`src/rtl/hufd_pkg.sv`:
```
// Shared types and constants of the tree-walk decoder.
`timescale 1ns / 1ps
package hufd_pkg;

   // Field widths
   localparam int IDX_W  = 9;
   localparam int SYM_W  = 8;
   localparam int CMD_W  = 2;
   localparam int BYTE_W = 8;

   // Default size of the node store
   localparam int NODE_COUNT_DEF = 512;

   // Bit counter for one compressed byte
   localparam int BIT_CNT_W = $clog2(BYTE_W + 1);
   localparam logic [BIT_CNT_W-1:0] BITS_PER_BYTE = BIT_CNT_W'(BYTE_W);

   // Queue between front and back
   localparam int Q_DEPTH = 2;
   localparam int Q_PTR_W = $clog2(Q_DEPTH);
   localparam int Q_CNT_W = Q_PTR_W + 1;

   // Command codes on the input channel
   typedef enum logic [CMD_W-1:0] {
      CMD_WRITE   = 2'd0,
      CMD_DECODE  = 2'd1,
      CMD_RESTART = 2'd2
   } cmd_type;

   // Item kinds after classification
   typedef enum logic [1:0] {
      KIND_WRITE,
      KIND_DECODE,
      KIND_RESTART
   } kind_type;

   // One node store entry
   typedef struct packed {
      logic [IDX_W-1:0] left;
      logic [IDX_W-1:0] right;
      logic             leaf;
      logic [SYM_W-1:0] sym;
   } node_type;

   // One classified item in the queue
   typedef struct packed {
      kind_type          kind;
      logic [IDX_W-1:0]  index;
      node_type          node;
      logic [BYTE_W-1:0] code;
   } item_type;

   // Back-end sequencer states
   typedef enum logic [2:0] {
      ST_IDLE,
      ST_READY,
      ST_ROOT_LOAD,
      ST_CUR_LOAD,
      ST_BIT,
      ST_ARRIVE,
      ST_FLUSH
   } state_type;

   // Back-end status seen by the top level
   typedef struct packed {
      logic busy;
      logic pend_valid;
   } back_status_type;

endpackage

```
`src/rtl/hufd_front.sv`:
```
// Front end: accept input items, classify them and feed the queue.
`timescale 1ns / 1ps
module hufd_front (
   input  logic                          clock,
   input  logic                          reset,
   input  logic                          req_valid,
   output logic                          req_stall,
   input  logic [hufd_pkg::CMD_W-1:0]    req_command,
   input  logic [hufd_pkg::IDX_W-1:0]    req_node_index,
   input  logic [hufd_pkg::IDX_W-1:0]    req_left_child,
   input  logic [hufd_pkg::IDX_W-1:0]    req_right_child,
   input  logic                          req_leaf_flag,
   input  logic [hufd_pkg::SYM_W-1:0]    req_node_symbol,
   input  logic [hufd_pkg::BYTE_W-1:0]   req_code_byte,
   input  logic                          q_full,
   output logic                          q_push,
   output hufd_pkg::item_type            q_item
);

   logic               item_v_ff;
   logic               item_v_in;
   hufd_pkg::item_type item_ff;
   hufd_pkg::item_type item_in;
   logic               known;

   // Hold the input while the staged item cannot enter the queue
   assign req_stall = item_v_ff && q_full;
   assign q_push    = item_v_ff && !q_full;
   assign q_item    = item_ff;

   // Classify the command; drop unknown codes
   always_comb begin
      item_in.index      = req_node_index;
      item_in.node.left  = req_left_child;
      item_in.node.right = req_right_child;
      item_in.node.leaf  = req_leaf_flag;
      item_in.node.sym   = req_node_symbol;
      item_in.code       = req_code_byte;
      item_in.kind       = hufd_pkg::KIND_WRITE;
      known              = 1'b1;
      unique case (hufd_pkg::cmd_type'(req_command))
         hufd_pkg::CMD_WRITE:   item_in.kind = hufd_pkg::KIND_WRITE;
         hufd_pkg::CMD_DECODE:  item_in.kind = hufd_pkg::KIND_DECODE;
         hufd_pkg::CMD_RESTART: item_in.kind = hufd_pkg::KIND_RESTART;
         default:               known = 1'b0;
      endcase
      if (req_stall) begin
         item_v_in = item_v_ff;
      end else begin
         item_v_in = req_valid && known;
      end
   end

   // Stage register
   always_ff @(posedge clock) begin
      if (reset) begin
         item_v_ff <= 1'b0;
      end else begin
         item_v_ff <= item_v_in;
      end
   end

   always_ff @(posedge clock) begin
      if (!req_stall) begin
         item_ff <= item_in;
      end
   end

endmodule

```
`config.mk`:
```
export PLATFORM = sky130hd
export DESIGN_NAME = hufd_front
export DESIGN_NICKNAME = d
export VERILOG_FILES = /design/src/rtl/hufd_pkg.sv /design/src/rtl/hufd_front.sv
export SDC_FILE = /design/constraint.sdc
export NUM_CORES = 1
export LEC_CHECK = 0
export ABC_AREA = 1
export BUFFER_PORTS_ARGS = -buffer_cell sky130_fd_sc_hd__buf_2
export CORE_MARGIN = 2
export CORE_UTILIZATION = 36
export CTS_CLUSTER_SIZE = 28
export DETAILED_ROUTE_END_ITERATION = 10
export HOLD_SLACK_MARGIN = 0.12
export PLACE_DENSITY = 0.73
export SYNTH_ARGS = -nofsm -noshare
export SYNTH_HDL_FRONTEND = slang
export SYNTH_SLANG_ARGS = --single-unit
```
`constraint.sdc`:
```
create_clock -name clock -period 1.3 [get_ports clock]
set_input_delay 0.13 -clock clock [delete_from_list [all_inputs] [get_ports clock]]
set_output_delay 0.13 -clock clock [all_outputs]
set_load 0.03 [all_outputs]
```
==> results of run 1 <==
==> timing repair <==
action                    in CTS  in global routing
resized for setup              0                  0
hold endpoints to repair      45                  0
setup buffers                  0                  0
hold buffers                  46                  0
==> layer usage <==
metal / global-route usage, % / vias to the layer above / routed length, um
li1: - / 523 / -
met5: 0 / - / 0
met2: 28.2 / 65 / 1880
met1: 18.8 / 487 / 1420
met3: 8.33 / 8 / 412
met4: 6.89 / 0 / 72
==> critical path, stage by stage (launching register included) <==
cell and delay (ns):
dfxtp_1 0.40, nand2_4 0.14, inv_1 0.08, buf_2 0.19
==> area by class of cell <==
type                       count  share of cell area, %
clock inverter                 2                  0.482
tap                           50                   2.41
inverter                       4                  0.578
multi-input combinational      7                   1.49
clock buffer                   6                   2.80
sequential                    47                   54.0
timing repair buffer         146                   38.3
==> power by group <==
group | leakage (nW) | switching, mW | total [mW] | internal, mW
clock network | 0.0412 | 0.443 | 0.819 | 0.376
logic | 0.647 | 0.325 | 0.550 | 0.224
registers | 0.489 | 0.0291 | 1.81 | 1.78
total | 1.18 | 0.798 | 3.17 | 2.38
==> cell families after synthesis <==
kind of cell    after synthesis  synth area share (%)
buf+inv                       4                  1.04
simple gates                  6                  1.73
flops                        47                  96.6
compound gates                1                 0.604
==> synth_stat cells <==
library cell	count	area share, %
a21oi_2	1	0.60
dfxtp_1	1	1.4
edfxtp_1	46	95
inv_1	4	1.0
nand2_1	2	0.52
nand2_2	1	0.43
nor2_1	3	0.78
==> worst min path at each step <==
stage	to	startpoint	slack, ns	depth (start not counted)
3_3_place_gp	item_v_ff$_SDFFE_PP0N_	reset	0.29	2
4_1_cts	q_item[44]$_DFFE_PN_	req_command[1]	0.13	2
2_1_floorplan	item_v_ff$_SDFFE_PP0N_	reset	0.19	1
3_5_place_dp	item_v_ff$_SDFFE_PP0N_	reset	0.31	2
5_1_grt	q_item[45]$_DFFE_PN_	req_command[0]	0.16	2
6_report	q_item[45]$_DFFE_PN_	req_command[0]	0.15	2
==> per-stage QoR <==
| stage | power [mW] | util, % |
|---|---|---|
| 2_1_floorplan | 2.08 | - |
| 3_3_place_gp | 2.26 | 52.0 |
| 3_5_place_dp | 2.27 | 52.0 |
| 4_1_cts | 3.20 | 65.9 |
| 5_1_grt | 3.30 | 65.9 |
| 6_report | 3.17 | 65.9 |
==> cell usage in the layout (no fill, tap or decap), types with 2 or more instances in the layout <==
cell type,n
buf_2,97
dlygate4sd3_1,46
edfxtp_1,46
clkbuf_8,5
inv_1,4
nor2_1,3
nand2_1,2
buf_12,2
==> sequential cells by signal, indices dropped and copies added (netlist names) <==
| name | count |
|---|---|
| q_item | 46 |
| item_v_ff | 1 |
==> metrics.txt, run 1 <==
drt first-iter violations 21; GPL Wtd Cong 0.656; r2r endpoint q_item[8]$_DFFE_PN_; Syn Nets 108; worst hold slack 0.149 ns; fin area 2600 sq um; clk slew on worst S/H paths 0.08 ns; CTS sink count 47; Vias 1083; cts bufs inserted 5; crit path DAT 1.10 ns; end of the critical path req_stall; ANT nets after route 0; Critical Path Source Type flop; Worst Path Max Fanout 9; TritonRoute pass-1 iters 3; Cells after Synth 58; Syn Std Cell Area 1450 sq um; Clock Tree Root clkbuf_8; vias in the first global route 1178; relative slew slack 89.0%; Hold Vio Cnt, Final 0; worst hold path type in2reg; status complete, no violations; synth warn 0; Slew Limit Fails 0; fill count 271; fin crit period 1.23 ns; critical path class reg2out; Post-route DRC 0; register area 1400 sq um; core area 3940 sq um; share of layout cells above drive strength 1 51.4%; I/O Pins 98; diode count 0; PortBufs 97; Pleak 1.18 nW; Rows 23; DP Cell Count 208; Setup TNS 0 ns; Seq cells post-synth 47; Fmax 0.816 GHz; area delta synth->final 79.0%; total global-route track usage 17.1%; Die Y 67.5 um; pre-CTS setup slack 0.321 ns; max cap viols 0; Seq/Total Area, Yosys 96.6%; crit path from item_v_ff$_SDFFE_PP0N_; H-Tree Depth 2; endpoint class of the critical path primary output; Reg2Reg Setup Slack 0.29 ns; Final period util 94.3%; Die Footprint 4550 sq um; worst slew pin tran 0.165 ns; DR vias/cell 4.13; final setup fails 0; Routed wire per std cell 14.4 um; Die Width 67.5 um; power density over the cells 1220 nW/um^2; fin cells 262; Worst Path Required 1.17 ns; overflow left after global routing 0; nets 261; initial antenna violation count 0; Syn Area/Cell 25.0 sq um; Worst IR Drop VDD 0.000651 V; pin count of the biggest net entering global routing 22; Initial Utilization 36.8%; Yosys cell types 7; worst-skew pair later-pin latency 0.29 ns; Max clock buf depth 2; Detailed Route WL 3790 um; worst r2r src item_v_ff$_SDFFE_PP0N_; Reg2Reg Depth 2; Setup Skew 0.00705 ns; Cell Area, Placed 2050 sq um; CTS tree built; global-route wire length before repair 5420 um; RSZ-0062 raised after global routing false; area occupied by multi-input gates 38.8 sq um; Final WS setup 0.0747 ns
(Power assumes the default switching activity.)
==> run 2, diff against run 1 <==
Settings changed: RECOVER_POWER set to 100.
==> run 2 against run 1 <==
  * Register-to-register slack got worse by 0.17 ns
  * Critical path depth unchanged
  * Global-route usage unchanged
  * Cell area decreased by 3.5%
  * Routed wire length about the same
  * Clock skew about the same
==> metrics.txt, run 2 (same netlist as run 1, synthesis figures left out) <==
status complete, no violations; Setup TNS 0 ns (unchanged); Clock Tree Root clkbuf_8; worst-skew pair later-pin latency 0.29 ns (about the same); ANT nets after route 0 (unchanged); core area 3940 sq um (unchanged); overflow left after global routing 0 (unchanged); vias in the first global route 1178 (unchanged); Die Width 67.5 um (unchanged); Final Core Density 63.5% (-2.3 points); Post-route DRC 0 (unchanged); Final WS setup 0.104 ns (+0.0289 ns); PortBufs 97 (unchanged); Reg2Reg Depth 2 (unchanged); CTS tree built; fin crit period 1.20 ns (-0.0289 ns); leading cell type in the layout, fill and taps excluded clkbuf_1; cts bufs inserted 5 (unchanged); pin count of the biggest net entering global routing 22 (unchanged); crit path from item_v_ff$_SDFFE_PP0N_; relative slew slack 72.7% (-16 points); Pleak 1.03 nW (-13%); sw frac 25.4% (+0.30 points); Initial Utilization 36.8% (unchanged); share of layout cells above drive strength 1 28.3% (-23 points); worst r2r src item_v_ff$_SDFFE_PP0N_; area occupied by multi-input gates 38.8 sq um (unchanged); crit path DAT 1.07 ns (-0.03 ns); worst slew pin tran 0.410 ns (+0.245 ns); diode count 0 (unchanged); sequential power share 57.7% (+0.8 points); TritonRoute pass-1 iters 4 (+1); Max clock buf depth 2 (unchanged); Pint 2.34 mW (-1.6%); Final period util 92.0% (-2.2 points); Rows 23 (unchanged); Cell Area, Placed 2050 sq um (unchanged); power density over the cells 1250 nW/um^2 (+2.4%); combinational fraction of design power 16.3% (-1.0 points); clock share of power 26.1% (+0.3 points); critical path class reg2out; Worst Path Required 1.17 ns (about the same); worst hold stages 2 (unchanged); Detailed Route WL 3790 um (about the same); H-Tree Depth 2 (unchanged); fill count 305 (+13%); clk slew on worst S/H paths 0.08 ns (about the same); final setup fails 0 (unchanged); Vias 1085 (+0.18%); register area 1400 sq um (unchanged); Die Y 67.5 um (unchanged); pre-CTS setup slack 0.321 ns (unchanged); CTS sink count 47 (unchanged); Fmax 0.836 GHz (+2.4%); worst hold path type in2reg; fin cells 262 (unchanged); fin area 2500 sq um (-3.5%); area delta synth->final 72.7%; I/O Pins 98 (unchanged); max FFs per register 46 (unchanged); most frequent cells in the layout 50 x clkbuf_1, 47 x buf_2, 46 x dlygate4sd3_1, 46 x edfxtp_1, 5 x clkbuf_8; Setup Skew 0.00690 ns (-0.000153 ns); GPL Wtd Cong 0.656 (unchanged); Routed wire per std cell 14.5 um (about the same); global-route wire length before repair 5420 um (unchanged); hold_sp req_command[1]; CTS resizes 0 (unchanged); max cap viols 0 (unchanged); sw power 0.798 mW (about the same); Slew Limit Fails 0 (unchanged); Die Footprint 4550 sq um (unchanged); Worst Path Max Fanout 9 (unchanged); Critical Path Source Type flop; DP Cell Count 208 (unchanged); Worst IR Drop VDD 0.000647 V (-0.60%); RSZ-0062 raised after global routing false; total global-route track usage 17.1% (unchanged); initial antenna violation count 0 (unchanged); endpoint class of the critical path primary output; DR vias/cell 4.14 (+0.18%); nets 261 (unchanged); Hold Vio Cnt, Final 0 (unchanged); drt first-iter violations 18 (-14%)
-- run 2: cell types whose count changed in the layout (fill, tap and decap cells not counted), sizes merged --
cell,delta
buf,-53
clkbuf,+53
-- run 2: stage by stage --
step / hold WS [ns] / power (mW)
floorplan: 0.192 / 2.08
global placement: 0.293 / 2.26
detailed placement: 0.307 / 2.27
CTS: 0.130 / 3.20
global route: 0.198 / 3.26
finish: 0.175 / 3.14
-- run 2: layer usage --
| metal | wire, um | share of wire (%) | global-route usage [%] | vias to the layer above |
|---|---|---|---|---|
| li1 | - | - | - | 525 |
| met1 | 1480 | 39 | 18.8 | 489 |
| met2 | 1910 | 50 | 28.2 | 65 |
| met3 | 355 | 9.4 | 8.33 | 6 |
| met4 | 46 | 1.2 | 6.89 | 0 |
| met5 | 0 | 0 | 0 | - |
-- run 2: what timing repair did --
item | in CTS | in global routing
setup endpoints to repair | 0 | 0
hold buffers | 46 | 0
endpoints found under the hold margin | 45 | 0
buffers inserted | 0 | 0
-- run 2: cell type report --
class / count / share of cell area, %
Clock inverter: 2 / 0.500
Clock buffer: 6 / 2.90
Multi-Input combinational cell: 7 / 1.55
Tap cell: 50 / 2.50
Inverter: 4 / 0.599
Timing Repair Buffer: 146 / 36.0
Sequential cell: 47 / 55.9
-- run 2: final timing paths --
| kind | to | slack (ns) |
|---|---|---|
| worst max register to register | q_item[8]$_DFFE_PN_ | 0.12 |
| worst min register to register | item_v_ff$_SDFFE_PP0N_ | 0.60 |
| worst min-delay path | q_item[44]$_DFFE_PN_ | 0.17 |
| worst max-delay path | req_stall | 0.10 |
-- run 2: power by group through the flow --
stage	clock network (mW)	logic (mW)	registers (mW)
floorplan	0	0.0314	2.05
global placement	0	0.429	1.84
detailed placement	0	0.438	1.84
CTS	0.852	0.544	1.80
global route	0.901	0.539	1.82
finish	0.817	0.510	1.81
-- run 2: worst max-delay path: stages, from the launching register on --
cell	delay, ns
dfxtp_1	0.40
nand2_4	0.12
inv_1	0.07
clkbuf_2	0.19
