File: src/rtl/hufd_pkg.sv
// Shared types and constants of the tree-walk decoder.
`timescale 1ns / 1ps
package hufd_pkg;

   // Field widths
   localparam int IDX_W  = 9;
   localparam int SYM_W  = 8;
   localparam int CMD_W  = 2;
   localparam int BYTE_W = 8;

   // Default size of the node store
   localparam int NODE_COUNT_DEF = 512;

   // Bit counter for one compressed byte
   localparam int BIT_CNT_W = $clog2(BYTE_W + 1);
   localparam logic [BIT_CNT_W-1:0] BITS_PER_BYTE = BIT_CNT_W'(BYTE_W);

   // Queue between front and back
   localparam int Q_DEPTH = 2;
   localparam int Q_PTR_W = $clog2(Q_DEPTH);
   localparam int Q_CNT_W = Q_PTR_W + 1;

   // Command codes on the input channel
   typedef enum logic [CMD_W-1:0] {
      CMD_WRITE   = 2'd0,
      CMD_DECODE  = 2'd1,
      CMD_RESTART = 2'd2
   } cmd_type;

   // Item kinds after classification
   typedef enum logic [1:0] {
      KIND_WRITE,
      KIND_DECODE,
      KIND_RESTART
   } kind_type;

   // One node store entry
   typedef struct packed {
      logic [IDX_W-1:0] left;
      logic [IDX_W-1:0] right;
      logic             leaf;
      logic [SYM_W-1:0] sym;
   } node_type;

   // One classified item in the queue
   typedef struct packed {
      kind_type          kind;
      logic [IDX_W-1:0]  index;
      node_type          node;
      logic [BYTE_W-1:0] code;
   } item_type;

   // Back-end sequencer states
   typedef enum logic [2:0] {
      ST_IDLE,
      ST_READY,
      ST_ROOT_LOAD,
      ST_CUR_LOAD,
      ST_BIT,
      ST_ARRIVE,
      ST_FLUSH
   } state_type;

   // Back-end status seen by the top level
   typedef struct packed {
      logic busy;
      logic pend_valid;
   } back_status_type;

endpackage

File: src/rtl/hufd_queue.sv
// Short item queue between the front end and the back end.
`timescale 1ns / 1ps
module hufd_queue (
   input  logic               clock,
   input  logic               reset,
   input  logic               push,
   input  hufd_pkg::item_type push_item,
   output logic               full,
   input  logic               pop,
   output logic               pop_valid,
   output hufd_pkg::item_type pop_item
);

   hufd_pkg::item_type                 entries_ff [hufd_pkg::Q_DEPTH];
   logic [hufd_pkg::Q_PTR_W-1:0]       wr_ptr_ff;
   logic [hufd_pkg::Q_PTR_W-1:0]       rd_ptr_ff;
   logic [hufd_pkg::Q_CNT_W-1:0]       count_ff;
   logic [hufd_pkg::Q_CNT_W-1:0]       count_in;

   assign full      = (count_ff == hufd_pkg::Q_CNT_W'(hufd_pkg::Q_DEPTH));
   assign pop_valid = (count_ff != '0);
   assign pop_item  = entries_ff[rd_ptr_ff];

   // Track the fill level
   always_comb begin
      count_in = count_ff;
      if (push && !pop) begin
         count_in = count_ff + hufd_pkg::Q_CNT_W'(1);
      end else if (pop && !push) begin
         count_in = count_ff - hufd_pkg::Q_CNT_W'(1);
      end
   end

   always_ff @(posedge clock) begin
      if (reset) begin
         wr_ptr_ff <= '0;
         rd_ptr_ff <= '0;
         count_ff  <= '0;
      end else begin
         if (push) begin
            wr_ptr_ff <= wr_ptr_ff + hufd_pkg::Q_PTR_W'(1);
         end
         if (pop) begin
            rd_ptr_ff <= rd_ptr_ff + hufd_pkg::Q_PTR_W'(1);
         end
         count_ff <= count_in;
      end
   end

   // Store the item
   always_ff @(posedge clock) begin
      if (push) begin
         entries_ff[wr_ptr_ff] <= push_item;
      end
   end

endmodule

File: config.mk
export PLATFORM = sky130hd
export DESIGN_NAME = hufd_queue
export DESIGN_NICKNAME = d
export VERILOG_FILES = /design/src/rtl/hufd_pkg.sv /design/src/rtl/hufd_queue.sv
export SDC_FILE = /design/constraint.sdc
export NUM_CORES = 1
export LEC_CHECK = 0
export ABC_CLOCK_PERIOD_IN_PS = 3600
export BUFFER_PORTS_ARGS = -buffer_cell sky130_fd_sc_hd__buf_2
export CAP_MARGIN = 40
export CORE_ASPECT_RATIO = 1.75
export CORE_MARGIN = 2
export CORE_UTILIZATION = 51
export CTS_BUF_LIST = sky130_fd_sc_hd__clkbuf_16
export DETAILED_ROUTE_END_ITERATION = 10
export PLACE_DENSITY = 0.75
export SYNTH_ARGS = -nofsm -noshare
export SYNTH_HDL_FRONTEND = slang
export SYNTH_SLANG_ARGS = --single-unit
File: constraint.sdc
create_clock -name clock -period 3.6 [get_ports clock]
set_clock_uncertainty 0.05 [all_clocks]
set_input_delay 0.72 -clock clock [delete_from_list [all_inputs] [get_ports clock]]
set_output_delay 0.72 -clock clock [all_outputs]
set_load 0.01 [all_outputs]
==> report_table.html, run 1 <==
<table>
<tr><th>Metric</th><th>Value</th></tr>
<tr><th colspan="2">Status</th></tr>
<tr><td>Status</td><td>complete, no violations</td></tr>
<tr><th colspan="2">Place</th></tr>
<tr><td>Input/output buffers</td><td>97</td></tr>
<tr><td>DPL Wire Length</td><td>4158 µm</td></tr>
<tr><td>Cells after DPL</td><td>345</td></tr>
<tr><td>Weighted congestion reported at the end of routability-driven placement</td><td>0.7702</td></tr>
<tr><th colspan="2">Route</th></tr>
<tr><td>Drt wl/cell</td><td>16.45 µm</td></tr>
<tr><td>DRC Markers</td><td>0</td></tr>
<tr><td>Iteration-0 DRC count of the detailed router</td><td>151</td></tr>
<tr><td>DRT antenna net count</td><td>0</td></tr>
<tr><td>Detailed Route WL</td><td>5971 µm</td></tr>
<tr><td>Pre-Repair DR Iteration Count</td><td>4</td></tr>
<tr><td>Via density</td><td>5.028</td></tr>
<tr><td>Vias after detailed routing</td><td>1825</td></tr>
<tr><th colspan="2">STA</th></tr>
<tr><td>Number of setup violations in the final report</td><td>0</td></tr>
<tr><td>Worst max-slew margin expressed relative to the limit</td><td>49.98%</td></tr>
<tr><td>Post-route setup TNS</td><td>0 ns</td></tr>
<tr><td>Final cycle utilization of the critical path</td><td>69.77%</td></tr>
<tr><td>Highest achievable clock rate</td><td>398.2 MHz</td></tr>
<tr><td>Total count of hold-check failures in the final report</td><td>0</td></tr>
<tr><td>Unrepaired setup endpoints after global routing</td><td>no</td></tr>
<tr><td>Worst-margin pin slew</td><td>0.7503 ns</td></tr>
<tr><td>Max Slew Vio Count</td><td>0</td></tr>
<tr><td>Min Clock Period, post-route</td><td>2.512 ns</td></tr>
<tr><td>Worst hold slack across all endpoints</td><td>0.4622 ns</td></tr>
<tr><th colspan="2">Power and ir drop</th></tr>
<tr><td>Max VDD drop</td><td>0.3905 mV</td></tr>
<tr><td>Static leakage</td><td>1.684 nW</td></tr>
<tr><td>Total power density per cell area</td><td>564.1 nW/µm²</td></tr>
<tr><th colspan="2">Worst setup path</th></tr>
<tr><td>Worst path top cell family by delay</td><td>flip-flops</td></tr>
<tr><td>Data arrival at the endpoint of the critical path</td><td>1.74 ns</td></tr>
<tr><td>Count of cells along the worst register-to-register path</td><td>2</td></tr>
<tr><td>Startpoint-to-endpoint class of the critical path</td><td>flip-flop to primary output</td></tr>
<tr><td>CP Data Required Time</td><td>2.83 ns</td></tr>
<tr><td>Reg-to-Reg Start</td><td>wr_ptr_ff</td></tr>
<tr><td>Critical path capture point type</td><td>primary output</td></tr>
<tr><td>Register-to-register path setup slack</td><td>1.83 ns</td></tr>
<tr><td>Startpoint types</td><td>flip-flop</td></tr>
<tr><td>Crit path buffers/inverters</td><td>2</td></tr>
<tr><td>Highest net fanout along the worst path</td><td>26</td></tr>
<tr><td>Sequence of cells on the critical path</td><td>buf_12 &gt; mux2_2 &gt; buf_2</td></tr>
<tr><td>Largest incremental delay on the critical path</td><td>0.65 ns</td></tr>
<tr><td>Endpoint of the lowest-slack register-to-register path</td><td>entries_ff[1][30]</td></tr>
<tr><td>Cell with the biggest individual delay on the critical path</td><td>sky130_fd_sc_hd__dfxtp_2</td></tr>
<tr><th colspan="2">Clock network</th></tr>
<tr><td>CTS tree</td><td>built</td></tr>
<tr><td>Number of clock sinks seen by CTS</td><td>97</td></tr>
<tr><td>Number of post-CTS setup repair buffers</td><td>0</td></tr>
<tr><td>Clock Latency Late Sink</td><td>0.33 ns</td></tr>
<tr><td>H-tree levels</td><td>3</td></tr>
<tr><td>CTS root buffer</td><td>sky130_fd_sc_hd__clkbuf_16</td></tr>
<tr><td>Maximum clock insertion buffer count</td><td>2</td></tr>
<tr><td>Hold buffer count at CTS</td><td>0</td></tr>
<tr><td>Post-CTS clock slew at the launch and capture registers of the worst setup and hold paths</td><td>0.06 ns</td></tr>
<tr><td>Gates resized, CTS repair</td><td>0</td></tr>
<tr><td>Number of buffers added by the clock tree synthesis step</td><td>9</td></tr>
<tr><th colspan="2">Floorplan</th></tr>
<tr><td>Count of standard-cell rows</td><td>40</td></tr>
<tr><td>Die outline width</td><td>67.01 µm</td></tr>
<tr><td>Floorplan die area</td><td>7657 µm²</td></tr>
<tr><td>Die height</td><td>114.3 µm</td></tr>
<tr><td>I/O pin count</td><td>98</td></tr>
<tr><td>Floorplan core area</td><td>6807 µm²</td></tr>
<tr><td>Initial cell density of the core</td><td>52.06%</td></tr>
<tr><th colspan="2">Yosys</th></tr>
<tr><td>Post-synthesis async set-or-reset flop share</td><td>0%</td></tr>
<tr><td>Cells after Synth</td><td>165</td></tr>
<tr><td>Sequential cell area fraction in the yosys report</td><td>80.79%</td></tr>
<tr><td>Number of enable-type register cells in the synthesized netlist</td><td>92</td></tr>
<tr><td>Number of synthesized register bits</td><td>97</td></tr>
<tr><td>Leading post-synthesis cells by cell area</td><td>sky130_fd_sc_hd__edfxtp_1 (78%), sky130_fd_sc_hd__mux2_2 (15%), sky130_fd_sc_hd__dfxtp_1 (2.8%)</td></tr>
<tr><td>Commonest cells post-synth</td><td>sky130_fd_sc_hd__edfxtp_1 (92), sky130_fd_sc_hd__mux2_2 (46), sky130_fd_sc_hd__dfxtp_1 (5)</td></tr>
<tr><td>Combinational family with the most area after synthesis</td><td>multiplexers</td></tr>
<tr><td>XOR/XNOR Fraction of Synth Area</td><td>0.9887%</td></tr>
<tr><td>Mean instance size in the synthesized netlist</td><td>21.48 µm²</td></tr>
<tr><td>Total of warnings raised by yosys</td><td>0</td></tr>
<tr><td>Cell with the most instances after synthesis</td><td>sky130_fd_sc_hd__edfxtp_1</td></tr>
<tr><td>Simple-gate share of the synthesized area</td><td>1.377%</td></tr>
<tr><td>Synthesized-area fraction occupied by adder cells</td><td>0.3531%</td></tr>
<tr><td>Fraction of synthesized area in multiplexers</td><td>14.62%</td></tr>
<tr><td>Share of the synthesized area in the top cell type</td><td>77.97%</td></tr>
<tr><td>Top flip-flop cell by instance count after synthesis</td><td>sky130_fd_sc_hd__edfxtp_1</td></tr>
<tr><td>Count of different cell masters after synthesis</td><td>17</td></tr>
<tr><td>Fraction of the mapped netlist area in compound gates</td><td>0.2825%</td></tr>
<tr><td>Synth Net Count</td><td>216</td></tr>
<tr><td>Largest area contributor in the synthesized netlist</td><td>sky130_fd_sc_hd__edfxtp_1</td></tr>
<tr><td>Post-Synthesis Cell Area</td><td>3543 µm²</td></tr>
<tr><th colspan="2">Global routing</th></tr>
<tr><td>Initial antenna violation count</td><td>2</td></tr>
<tr><td>Most congested layer reported by global routing</td><td>met2</td></tr>
<tr><td>Met2 Usage GRT</td><td>29.37%</td></tr>
<tr><td>Met1 track utilization from global routing</td><td>16.09%</td></tr>
<tr><td>Global-route wire length before repair</td><td>8618 µm</td></tr>
<tr><td>Remaining global-route overflow</td><td>0</td></tr>
<tr><td>Maximum number of pins on one net before global-route repair</td><td>31</td></tr>
<tr><td>GR Util All Layers</td><td>16.35%</td></tr>
<tr><td>Met3 Resource Use GR</td><td>4.130%</td></tr>
<tr><td>Via count of the first global-routing pass</td><td>1844</td></tr>
<tr><th colspan="2">Run</th></tr>
<tr><td>Maxcap violations</td><td>0</td></tr>
<tr><th colspan="2">Finish</th></tr>
<tr><td>Post-Layout Cell Count</td><td>363</td></tr>
<tr><td>Number of fillers in the final layout</td><td>522</td></tr>
<tr><td>Share of the core filled with cells</td><td>65.20%</td></tr>
<tr><td>Number of nets in the layout</td><td>323</td></tr>
<tr><td>Share of final-layout standard cells stronger than drive strength 1</td><td>59.57%</td></tr>
<tr><td>Layout-stage area growth over the synthesis result</td><td>25.25%</td></tr>
<tr><th colspan="2">Min path</th></tr>
<tr><td>Hold-critical path endpoint</td><td>count_ff[1]</td></tr>
<tr><td>Worst hold-check path type</td><td>flip-flop to flip-flop</td></tr>
<tr><td>Hold depth</td><td>2</td></tr>
<tr><td>Startpoint of the worst hold path</td><td>count_ff[1]</td></tr>
</table>
[metrics by stage]
step	instance area [µm²]	power [W]	worst slack, ns
floorplan	3543	0.001520	0.3293
global placement	4146	0.001633	1.401
detailed placement	4146	0.001642	1.386
CTS	4433	0.002540	1.032
global route	4438	0.002594	0.9848
finish	4438	0.002503	1.088
[cell usage in the layout (no fill, tap or decap)]
| cell | Yosys | routed |
|---|---|---|
| sky130_fd_sc_hd__inv_1 | 1 | 1 |
| sky130_fd_sc_hd__clkinvlp_4 | 0 | 2 |
| sky130_fd_sc_hd__or2_2 | 1 | 1 |
| sky130_fd_sc_hd__edfxtp_1 | 92 | 92 |
| sky130_fd_sc_hd__a21oi_1 | 1 | 1 |
| sky130_fd_sc_hd__buf_4 | 1 | 2 |
| sky130_fd_sc_hd__and2_2 | 0 | 1 |
| sky130_fd_sc_hd__bufinv_16 | 0 | 1 |
| sky130_fd_sc_hd__nor2b_4 | 0 | 1 |
| sky130_fd_sc_hd__and2b_2 | 1 | 1 |
| sky130_fd_sc_hd__mux2_2 | 46 | 46 |
| sky130_fd_sc_hd__clkinv_1 | 0 | 3 |
| sky130_fd_sc_hd__clkbuf_16 | 0 | 9 |
| sky130_fd_sc_hd__buf_12 | 0 | 2 |
| sky130_fd_sc_hd__or3_1 | 1 | 1 |
| sky130_fd_sc_hd__ha_1 | 1 | 1 |
| sky130_fd_sc_hd__nor2_1 | 4 | 4 |
| sky130_fd_sc_hd__o21ai_0 | 1 | 1 |
| sky130_fd_sc_hd__dfxtp_2 | 0 | 1 |
| sky130_fd_sc_hd__xor2_1 | 2 | 2 |
| sky130_fd_sc_hd__dfxtp_1 | 5 | 4 |
| sky130_fd_sc_hd__buf_2 | 0 | 97 |
| sky130_fd_sc_hd__xnor2_1 | 2 | 2 |
| sky130_fd_sc_hd__diode_2 | 0 | 2 |
| sky130_fd_sc_hd__clkinv_2 | 0 | 1 |
[sequential cells by signal, indices dropped and copies added (netlist names), named ones only]
| name | count |
|---|---|
| wr_ptr_ff | 1 |
| count_ff | 2 |
| rd_ptr_ff | 1 |
| entries_ff | 92 |
[how the worst max path moves through the flow]
stage / from / endpoint / slack, ns / cells past startpoint
after global routing: flip-flop / pop_item[12] / 0.98 / 3
after floorplan: push / entries_ff[0][0] / 0.33 / 1
final: flip-flop / pop_item[25] / 1.09 / 3
after CTS: flip-flop / pop_item[15] / 1.03 / 3
after global placement: flip-flop / pop_item[17] / 1.40 / 3
after detailed placement: push / entries_ff[1][24] / 1.39 / 3
[power by group]
| group | total [W] | leakage, nW | internal (W) | switching (W) |
|---|---|---|---|---|
| Sequential | 0.00134 | 0.905 | 0.00131 | 0.0000276 |
| Combinational | 0.000269 | 0.645 | 0.000136 | 0.000133 |
| Clock | 0.000892 | 0.134 | 0.000529 | 0.000363 |
| Total | 0.00250 | 1.68 | 0.00198 | 0.000524 |
[area by class of cell]
class	count	area, µm²	area share, %
Antenna cell	2	5.005	0.1128
Timing Repair Buffer	101	540.5	12.18
Sequential cell	97	2864	64.53
Clock inverter	7	61.31	1.381
Multi-Input combinational cell	62	633.1	14.27
Inverter	1	3.754	0.08458
Tap cell	84	105.1	2.368
Clock buffer	9	225.2	5.075
[layer usage]
metal	share of wire [%]	vias up
met5	0	-
met4	2.7	0
met3	4.7	13
met2	58	59
met1	34	891
li1	-	862
[cell families (layout without fill, tap and decap cells)]
kind of cell    count (synthesis)  after routing
compound gates                  2              2
xor+xnor                        4              4
fa+ha+maj                       1              1
buf+inv                         6            118
flops                          97             97
mux                            46             46
other cells                     0              2
simple gates                    9              9
[worst min-delay path, stage by stage, from the launching register on]
cell and delay [ns]:
sky130_fd_sc_hd__dfxtp_1 0.33, sky130_fd_sc_hd__o21ai_0 0.07, sky130_fd_sc_hd__a21oi_1 0.06
Note: power is estimated with default switching activity, not from simulation.
==> inputs of run 2 (changes only) <==
- ABC_CLOCK_PERIOD_IN_PS: 3600 -> 2600
- clock period: 3.6 -> 2.6 ns (I/O delays scaled with it)
==> run 2 against run 1 <==
- count of clock-buffer cells in the layout did not move
- critical endpoint is now pop_item[38]
- register-to-register slack got worse by 0.76 ns
- sequential cell count did not move
- sequential power rose by 39%
- first-iteration DRC count fell by 16%
==> report_table.html, run 2 (synthesized netlist as in run 1, its figures left out) <==
<table>
<tr><th>Metric</th><th>Value</th></tr>
<tr><th colspan="2">Global routing</th></tr>
<tr><td>Remaining global-route overflow</td><td>0 (unchanged)</td></tr>
<tr><td>Initial antenna violation count</td><td>0 (was 2)</td></tr>
<tr><td>Maximum number of pins on one net before global-route repair</td><td>23 (was 31)</td></tr>
<tr><td>Via count of the first global-routing pass</td><td>1920 (was 1844)</td></tr>
<tr><td>GR Util All Layers</td><td>16.96% (was 16.35%)</td></tr>
<tr><td>Global-route wire length before repair</td><td>9101 µm (was 8618 µm)</td></tr>
<tr><th colspan="2">Worst setup path</th></tr>
<tr><td>Endpoint of the lowest-slack register-to-register path</td><td>entries_ff[0][22] (was entries_ff[1][30])</td></tr>
<tr><td>Largest incremental delay on the critical path</td><td>0.64 ns (was 0.65 ns)</td></tr>
<tr><td>Count of cells along the worst register-to-register path</td><td>2 (unchanged)</td></tr>
<tr><td>Startpoint-to-endpoint class of the critical path</td><td>flip-flop to primary output (unchanged)</td></tr>
<tr><td>Data arrival at the endpoint of the critical path</td><td>1.74 ns (about the same)</td></tr>
<tr><td>Critical path capture point type</td><td>primary output (unchanged)</td></tr>
<tr><td>Cell with the biggest individual delay on the critical path</td><td>sky130_fd_sc_hd__dfxtp_2 (unchanged)</td></tr>
<tr><td>Startpoint types</td><td>flip-flop (unchanged)</td></tr>
<tr><td>Reg-to-Reg Start</td><td>wr_ptr_ff (unchanged)</td></tr>
<tr><td>Worst path top cell family by delay</td><td>flip-flops (unchanged)</td></tr>
<tr><td>Crit path buffers/inverters</td><td>2 (unchanged)</td></tr>
<tr><td>Sequence of cells on the critical path</td><td>buf_4 &gt; mux2_2 &gt; buf_2 (was buf_12 &gt; mux2_2 &gt; buf_2)</td></tr>
<tr><td>Register-to-register path setup slack</td><td>1.07 ns (was 1.83 ns)</td></tr>
<tr><td>CP Data Required Time</td><td>2.03 ns (was 2.83 ns)</td></tr>
<tr><td>Highest net fanout along the worst path</td><td>20 (was 26)</td></tr>
<tr><th colspan="2">STA</th></tr>
<tr><td>Max Slew Vio Count</td><td>0 (unchanged)</td></tr>
<tr><td>Post-route setup TNS</td><td>0 ns (unchanged)</td></tr>
<tr><td>Unrepaired setup endpoints after global routing</td><td>no (unchanged)</td></tr>
<tr><td>Setup ws final</td><td>0.2946 ns (was 1.088 ns)</td></tr>
<tr><td>Min Clock Period, post-route</td><td>2.305 ns</td></tr>
<tr><td>Worst max-slew margin expressed relative to the limit</td><td>66.22% (was 49.98%)</td></tr>
<tr><td>Highest achievable clock rate</td><td>433.8 MHz</td></tr>
<tr><td>Number of setup violations in the final report</td><td>0 (unchanged)</td></tr>
<tr><td>Final cycle utilization of the critical path</td><td>88.67%</td></tr>
<tr><td>Worst-margin pin slew</td><td>0.5056 ns (was 0.7503 ns)</td></tr>
<tr><td>Total count of hold-check failures in the final report</td><td>0 (unchanged)</td></tr>
<tr><th colspan="2">Route</th></tr>
<tr><td>Pre-Repair DR Iteration Count</td><td>4 (unchanged)</td></tr>
<tr><td>DRC Markers</td><td>0 (unchanged)</td></tr>
<tr><td>Iteration-0 DRC count of the detailed router</td><td>127 (was 151)</td></tr>
<tr><td>Detailed Route WL</td><td>6148 µm (was 5971 µm)</td></tr>
<tr><td>Vias after detailed routing</td><td>1841 (was 1825)</td></tr>
<tr><td>Via density</td><td>5.072 (was 5.028)</td></tr>
<tr><td>DRT antenna net count</td><td>0 (unchanged)</td></tr>
<tr><td>Drt wl/cell</td><td>16.94 µm (was 16.45 µm)</td></tr>
<tr><th colspan="2">Min path</th></tr>
<tr><td>Worst hold-check path type</td><td>input pin to flip-flop (was flip-flop to flip-flop)</td></tr>
<tr><td>Hold depth</td><td>1 (was 2)</td></tr>
<tr><td>Startpoint of the worst hold path</td><td>push_item[1] (was count_ff[1])</td></tr>
<tr><td>Hold-critical path endpoint</td><td>entries_ff[1][1] (was count_ff[1])</td></tr>
<tr><th colspan="2">Clock network</th></tr>
<tr><td>CTS root buffer</td><td>sky130_fd_sc_hd__clkbuf_16 (unchanged)</td></tr>
<tr><td>Hold buffer count at CTS</td><td>0 (unchanged)</td></tr>
<tr><td>Number of buffers added by the clock tree synthesis step</td><td>9 (unchanged)</td></tr>
<tr><td>Clock Latency Late Sink</td><td>0.32 ns (was 0.33 ns)</td></tr>
<tr><td>CTS tree</td><td>built (unchanged)</td></tr>
<tr><td>Gates resized, CTS repair</td><td>0 (unchanged)</td></tr>
<tr><td>Maximum clock insertion buffer count</td><td>2 (unchanged)</td></tr>
<tr><td>Post-CTS clock slew at the launch and capture registers of the worst setup and hold paths</td><td>0.06 ns (about the same)</td></tr>
<tr><td>H-tree levels</td><td>3 (unchanged)</td></tr>
<tr><td>Number of post-CTS setup repair buffers</td><td>0 (unchanged)</td></tr>
<tr><td>Number of clock sinks seen by CTS</td><td>97 (unchanged)</td></tr>
<tr><th colspan="2">Place</th></tr>
<tr><td>Input/output buffers</td><td>97 (unchanged)</td></tr>
<tr><td>DPL Wire Length</td><td>4453 µm (was 4158 µm)</td></tr>
<tr><td>Worst slack, placed</td><td>0.6138 ns (was 1.386 ns)</td></tr>
<tr><td>Weighted congestion reported at the end of routability-driven placement</td><td>0.7242 (was 0.7702)</td></tr>
<tr><th colspan="2">Finish</th></tr>
<tr><td>Share of final-layout standard cells stronger than drive strength 1</td><td>60.22% (was 59.57%)</td></tr>
<tr><td>Highest-count cells in the layout ignoring fill and taps</td><td>sky130_fd_sc_hd__buf_2 (97), sky130_fd_sc_hd__edfxtp_1 (92), sky130_fd_sc_hd__mux2_2 (46), sky130_fd_sc_hd__clkbuf_16 (9) (unchanged)</td></tr>
<tr><td>Most common cell after layout, fill and taps aside</td><td>sky130_fd_sc_hd__buf_2 (unchanged)</td></tr>
<tr><td>Register with the highest flop count</td><td>entries_ff (unchanged)</td></tr>
<tr><td>Number of nets in the layout</td><td>325 (was 323)</td></tr>
<tr><td>Ant. Diodes</td><td>0 (was 2)</td></tr>
<tr><td>Biggest registers after layout</td><td>entries_ff x92, count_ff x2 (unchanged)</td></tr>
<tr><td>Layout-stage area growth over the synthesis result</td><td>26.27% (was 25.25%)</td></tr>
<tr><td>Share of the core filled with cells</td><td>65.74% (was 65.20%)</td></tr>
<tr><td>Largest register FFs</td><td>92 (unchanged)</td></tr>
<tr><th colspan="2">Floorplan</th></tr>
<tr><td>I/O pin count</td><td>98 (unchanged)</td></tr>
<tr><td>Die height</td><td>114.3 µm (unchanged)</td></tr>
<tr><td>Initial cell density of the core</td><td>52.06% (unchanged)</td></tr>
<tr><td>Count of standard-cell rows</td><td>40 (unchanged)</td></tr>
<tr><td>Floorplan core area</td><td>6807 µm² (unchanged)</td></tr>
<tr><td>Die outline width</td><td>67.01 µm (unchanged)</td></tr>
<tr><td>Floorplan die area</td><td>7657 µm² (unchanged)</td></tr>
<tr><th colspan="2">Power and ir drop</th></tr>
<tr><td>Static leakage</td><td>1.713 nW (was 1.684 nW)</td></tr>
<tr><td>Max VDD drop</td><td>0.6019 mV (was 0.3905 mV)</td></tr>
<tr><td>Total power density per cell area</td><td>797.4 nW/µm² (was 564.1 nW/µm²)</td></tr>
<tr><td>Total power of the final layout</td><td>0.003568 W (was 0.002503 W)</td></tr>
<tr><th colspan="2">Status</th></tr>
<tr><td>Status</td><td>complete, no violations (unchanged)</td></tr>
<tr><th colspan="2">Run</th></tr>
<tr><td>Maxcap violations</td><td>0 (unchanged)</td></tr>
</table>
## run 2: per-stage QoR
step	area, µm²	hold slack, ns	std cells
2_1_floorplan	3546	0.4064	165
3_3_place_gp	4161	0.4399	347
3_5_place_dp	4161	0.4629	347
4_1_cts	4474	0.3164	363
5_1_grt	4474	0.3123	363
6_report	4474	0.3299	363
## run 2: area by class of cell
cell class	instances	area, µm²
repair buffers	103	555.5
clock inverters	7	87.58
inverters	1	3.754
clock buffers	9	225.2
flip-flops and latches	97	2864
fillers	489	2332
multi-input cells	62	633.1
well taps	84	105.1
## run 2: where the power goes
part           switching (W)  leakage (nW)  internal, W
clock               0.000500         0.154     0.000832
combinational       0.000187         0.654     0.000190
sequential         0.0000379         0.905      0.00182
total               0.000725          1.71      0.00284
## run 2: worst reg2reg max path, stage by stage, from the launching register on
cell and delay [ns]:
sky130_fd_sc_hd__dfxtp_1 0.35, sky130_fd_sc_hd__nor2b_4 0.44, sky130_fd_sc_hd__buf_4 0.38
## run 2: how the worst max path moves through the flow
stage,startpoint,end,cells past startpoint
5_1_grt,flip-flop,pop_item[38],3
3_5_place_dp,flip-flop,pop_item[38],3
4_1_cts,flip-flop,pop_item[38],3
2_1_floorplan,push,entries_ff[0][0],1
6_report,flip-flop,pop_item[38],3
3_3_place_gp,flip-flop,pop_item[39],3
## run 2: per-layer routing
layer | vias up | wire [µm] | GRT usage (%)
li1 | 860 | - | -
met1 | 906 | 2152 | 16.90
met2 | 62 | 3542 | 31.49
met3 | 13 | 286 | 4.031
met4 | 0 | 167 | 8.163
met5 | - | 0 | 0
==> inputs of run 3 (changes only) <==
- CORE_ASPECT_RATIO: 1.75 -> not set
- CORE_UTILIZATION: 51 -> 54
- CTS_BUF_LIST: sky130_fd_sc_hd__clkbuf_16 -> sky130_fd_sc_hd__clkbuf_4
- PLACE_DENSITY: 0.75 -> 0.79
==> run 3 against run 2 <==
- highest routed layer unchanged
- final cell count fell by 2.2%
- clock power fell by 36%
- routed wire length fell by 4.0%
- die area fell by 5.6%
- non-clock buffer count fell by 1
==> report_table.html, run 3 (synthesized netlist as in run 1, its figures left out) <==
<table>
<tr><th>Metric</th><th>Value</th></tr>
<tr><th colspan="2">Status</th></tr>
<tr><td>Status</td><td>complete, no violations (unchanged)</td></tr>
<tr><th colspan="2">Global routing</th></tr>
<tr><td>Met3 Resource Use GR</td><td>4.864% (was 4.031%)</td></tr>
<tr><td>Initial antenna violation count</td><td>0 (unchanged)</td></tr>
<tr><td>Met2 Usage GRT</td><td>28.76% (was 31.49%)</td></tr>
<tr><td>Most congested layer reported by global routing</td><td>met2 (unchanged)</td></tr>
<tr><td>Via count of the first global-routing pass</td><td>1873 (was 1920)</td></tr>
<tr><td>GR Util All Layers</td><td>16.57% (was 16.96%)</td></tr>
<tr><td>Maximum number of pins on one net before global-route repair</td><td>31 (was 23)</td></tr>
<tr><td>Remaining global-route overflow</td><td>0 (unchanged)</td></tr>
<tr><td>Global-route wire length before repair</td><td>8852 µm (was 9101 µm)</td></tr>
<tr><td>Met1 track utilization from global routing</td><td>18.84% (was 16.90%)</td></tr>
<tr><th colspan="2">Worst setup path</th></tr>
<tr><td>Critical path capture point type</td><td>primary output (unchanged)</td></tr>
<tr><td>Startpoint-to-endpoint class of the critical path</td><td>flip-flop to primary output (unchanged)</td></tr>
<tr><td>Crit path buffers/inverters</td><td>2 (unchanged)</td></tr>
<tr><td>Data arrival at the endpoint of the critical path</td><td>1.65 ns (was 1.74 ns)</td></tr>
<tr><td>Worst path top cell family by delay</td><td>buffers and inverters (was flip-flops)</td></tr>
<tr><td>CP Data Required Time</td><td>2.03 ns (about the same)</td></tr>
<tr><td>Sequence of cells on the critical path</td><td>buf_4 &gt; mux2_2 &gt; buf_2 (unchanged)</td></tr>
<tr><td>Register-to-register path setup slack</td><td>1.07 ns (about the same)</td></tr>
<tr><td>Startpoint types</td><td>flip-flop (unchanged)</td></tr>
<tr><td>Cell with the biggest individual delay on the critical path</td><td>sky130_fd_sc_hd__mux2_2 (was sky130_fd_sc_hd__dfxtp_2)</td></tr>
<tr><td>Largest incremental delay on the critical path</td><td>0.39 ns (was 0.64 ns)</td></tr>
<tr><td>Highest net fanout along the worst path</td><td>29 (was 20)</td></tr>
<tr><th colspan="2">Finish</th></tr>
<tr><td>Ant. Diodes</td><td>0 (unchanged)</td></tr>
<tr><td>Share of the core filled with cells</td><td>67.57% (was 65.74%)</td></tr>
<tr><td>Most common cell after layout, fill and taps aside</td><td>sky130_fd_sc_hd__buf_2 (unchanged)</td></tr>
<tr><td>Highest-count cells in the layout ignoring fill and taps</td><td>sky130_fd_sc_hd__buf_2 (97), sky130_fd_sc_hd__edfxtp_1 (92), sky130_fd_sc_hd__mux2_2 (46), sky130_fd_sc_hd__clkbuf_4 (10) (was sky130_fd_sc_hd__buf_2 (97), sky130_fd_sc_hd__edfxtp_1 (92), sky130_fd_sc_hd__mux2_2 (46), sky130_fd_sc_hd__clkbuf_16 (9))</td></tr>
<tr><td>Largest register FFs</td><td>92 (unchanged)</td></tr>
<tr><td>Register with the highest flop count</td><td>entries_ff (unchanged)</td></tr>
<tr><td>Biggest registers after layout</td><td>entries_ff x92, count_ff x2 (unchanged)</td></tr>
<tr><td>Number of nets in the layout</td><td>324 (was 325)</td></tr>
<tr><td>Layout-stage area growth over the synthesis result</td><td>21.08% (was 26.27%)</td></tr>
<tr><td>Share of final-layout standard cells stronger than drive strength 1</td><td>60.07% (was 60.22%)</td></tr>
<tr><th colspan="2">Floorplan</th></tr>
<tr><td>Die height</td><td>85.01 µm (was 114.3 µm)</td></tr>
<tr><td>I/O pin count</td><td>98 (unchanged)</td></tr>
<tr><td>Die outline width</td><td>85.01 µm (was 67.01 µm)</td></tr>
<tr><td>Floorplan core area</td><td>6350 µm² (was 6807 µm²)</td></tr>
<tr><td>Count of standard-cell rows</td><td>29 (was 40)</td></tr>
<tr><td>Initial cell density of the core</td><td>55.80% (was 52.06%)</td></tr>
<tr><td>Floorplan die area</td><td>7226 µm² (was 7657 µm²)</td></tr>
<tr><th colspan="2">Clock network</th></tr>
<tr><td>Number of clock sinks seen by CTS</td><td>97 (unchanged)</td></tr>
<tr><td>Clock Latency Late Sink</td><td>0.40 ns (was 0.32 ns)</td></tr>
<tr><td>Post-CTS clock slew at the launch and capture registers of the worst setup and hold paths</td><td>0.14 ns (was 0.06 ns)</td></tr>
<tr><td>Number of buffers added by the clock tree synthesis step</td><td>9 (unchanged)</td></tr>
<tr><td>Hold buffer count at CTS</td><td>0 (unchanged)</td></tr>
<tr><td>CTS root buffer</td><td>sky130_fd_sc_hd__clkbuf_4 (was sky130_fd_sc_hd__clkbuf_16)</td></tr>
<tr><td>CTS tree</td><td>built (unchanged)</td></tr>
<tr><td>H-tree levels</td><td>3 (unchanged)</td></tr>
<tr><td>Gates resized, CTS repair</td><td>0 (unchanged)</td></tr>
<tr><td>Number of post-CTS setup repair buffers</td><td>0 (unchanged)</td></tr>
<tr><td>Maximum clock insertion buffer count</td><td>2 (unchanged)</td></tr>
<tr><th colspan="2">Power and ir drop</th></tr>
<tr><td>Static leakage</td><td>1.628 nW (was 1.713 nW)</td></tr>
<tr><td>Total power density per cell area</td><td>718.0 nW/µm² (was 797.4 nW/µm²)</td></tr>
<tr><td>Total net switching power</td><td>0.0006831 W (was 0.0007251 W)</td></tr>
<tr><td>Combinational fraction of design power</td><td>12.4% (was 10.6%)</td></tr>
<tr><td>Clk network pwr share</td><td>27.8% (was 37.4%)</td></tr>
<tr><td>Switching power share of the total</td><td>22.17% (was 20.32%)</td></tr>
<tr><td>Max VDD drop</td><td>0.4450 mV (was 0.6019 mV)</td></tr>
<tr><td>Register share of total power</td><td>59.8% (was 52.1%)</td></tr>
<tr><td>Total internal power</td><td>0.002397 W (was 0.002843 W)</td></tr>
<tr><th colspan="2">Route</th></tr>
<tr><td>DRC Markers</td><td>0 (unchanged)</td></tr>
<tr><td>Detailed Route WL</td><td>5904 µm (was 6148 µm)</td></tr>
<tr><td>DRT antenna net count</td><td>0 (unchanged)</td></tr>
<tr><td>Pre-Repair DR Iteration Count</td><td>7 (was 4)</td></tr>
<tr><td>Drt wl/cell</td><td>16.63 µm (was 16.94 µm)</td></tr>
<tr><td>Via density</td><td>5.214 (was 5.072)</td></tr>
<tr><td>Vias after detailed routing</td><td>1851 (was 1841)</td></tr>
<tr><td>Iteration-0 DRC count of the detailed router</td><td>47 (was 127)</td></tr>
<tr><th colspan="2">STA</th></tr>
<tr><td>Min Clock Period, post-route</td><td>2.217 ns (was 2.305 ns)</td></tr>
<tr><td>Highest achievable clock rate</td><td>451.1 MHz (was 433.8 MHz)</td></tr>
<tr><td>Total count of hold-check failures in the final report</td><td>0 (unchanged)</td></tr>
<tr><td>Final cycle utilization of the critical path</td><td>85.26% (was 88.67%)</td></tr>
<tr><td>Worst-margin pin slew</td><td>0.4498 ns (was 0.5056 ns)</td></tr>
<tr><td>Max Slew Vio Count</td><td>0 (unchanged)</td></tr>
<tr><td>Post-route setup TNS</td><td>0 ns (unchanged)</td></tr>
<tr><td>Worst max-slew margin expressed relative to the limit</td><td>70.01% (was 66.22%)</td></tr>
<tr><td>Number of setup violations in the final report</td><td>0 (unchanged)</td></tr>
<tr><td>Unrepaired setup endpoints after global routing</td><td>no (unchanged)</td></tr>
<tr><th colspan="2">Place</th></tr>
<tr><td>DPL Wire Length</td><td>3898 µm (was 4453 µm)</td></tr>
<tr><td>Weighted congestion reported at the end of routability-driven placement</td><td>0.6977 (was 0.7242)</td></tr>
<tr><td>Input/output buffers</td><td>97 (unchanged)</td></tr>
<tr><th colspan="2">Min path</th></tr>
<tr><td>Worst hold-check path type</td><td>input pin to flip-flop (unchanged)</td></tr>
<tr><th colspan="2">Run</th></tr>
<tr><td>Maxcap violations</td><td>0 (unchanged)</td></tr>
</table>
[run 3: cell count changes in the layout (fill, tap and decap cells not counted), sizes merged]
| cell | change |
|---|---|
| inv | -2 |
| buf | -1 |
| clkbuf | +1 |
| clkinv | +1 |
[run 3: metrics by stage]
| step | instances | setup slack [ns] | hold slack, ns | total power [W] | area, µm² |
|---|---|---|---|---|---|
| global placement | 339 | 0.8227 | 0.4293 | 0.002254 | 4133 |
| global route | 355 | 0.2638 | 0.1874 | 0.003193 | 4290 |
| detailed placement | 339 | 0.8175 | 0.4523 | 0.002267 | 4133 |
| floorplan | 165 | 0.3870 | 0.4064 | 0.002103 | 3546 |
| CTS | 355 | 0.3237 | 0.2029 | 0.003114 | 4290 |
| finish | 355 | 0.3833 | 0.2332 | 0.003081 | 4290 |
[run 3: power by group through the flow]
stage	registers [W]	clock network (W)	logic [W]
6_report	0.00184	0.000855	0.000383
5_1_grt	0.00185	0.000927	0.000412
3_3_place_gp	0.00187	0	0.000381
3_5_place_dp	0.00188	0	0.000386
2_1_floorplan	0.00187	0	0.000231
4_1_cts	0.00184	0.000880	0.000389
[run 3: worst register-to-register path, delay by kind of cell (launching register included)]
| kind | cells | cell delay (ns) |
|---|---|---|
| flops | 1 | 0.44 |
| buf+inv | 1 | 0.27 |
| simple gates | 1 | 0.47 |
[run 3: path summary, 6_finish.rpt]
path                 start                end  cells past startpoint
max              flip-flop       pop_item[30]                      3
min          push_item[25]  entries_ff[1][25]                      1
min reg2reg    count_ff[1]        count_ff[1]                      2
max reg2reg      wr_ptr_ff  entries_ff[1][19]                      2
[run 3: layout make-up]
cell class / count / area [µm²]
Multi-Input combinational cell: 62 / 633.1
Fill cell: 444 / 2059
Timing Repair Buffer: 102 / 535.5
Clock buffer: 10 / 75.07
Sequential cell: 97 / 2864
Inverter: 1 / 3.754
Clock inverter: 6 / 82.58
Tap cell: 77 / 96.34
[run 3: per-layer routing]
metal | routed length, µm | vias up
li1 | - | 861
met1 | 2335 | 908
met2 | 3095 | 73
met3 | 374 | 9
met4 | 98 | 0
met5 | 0 | -
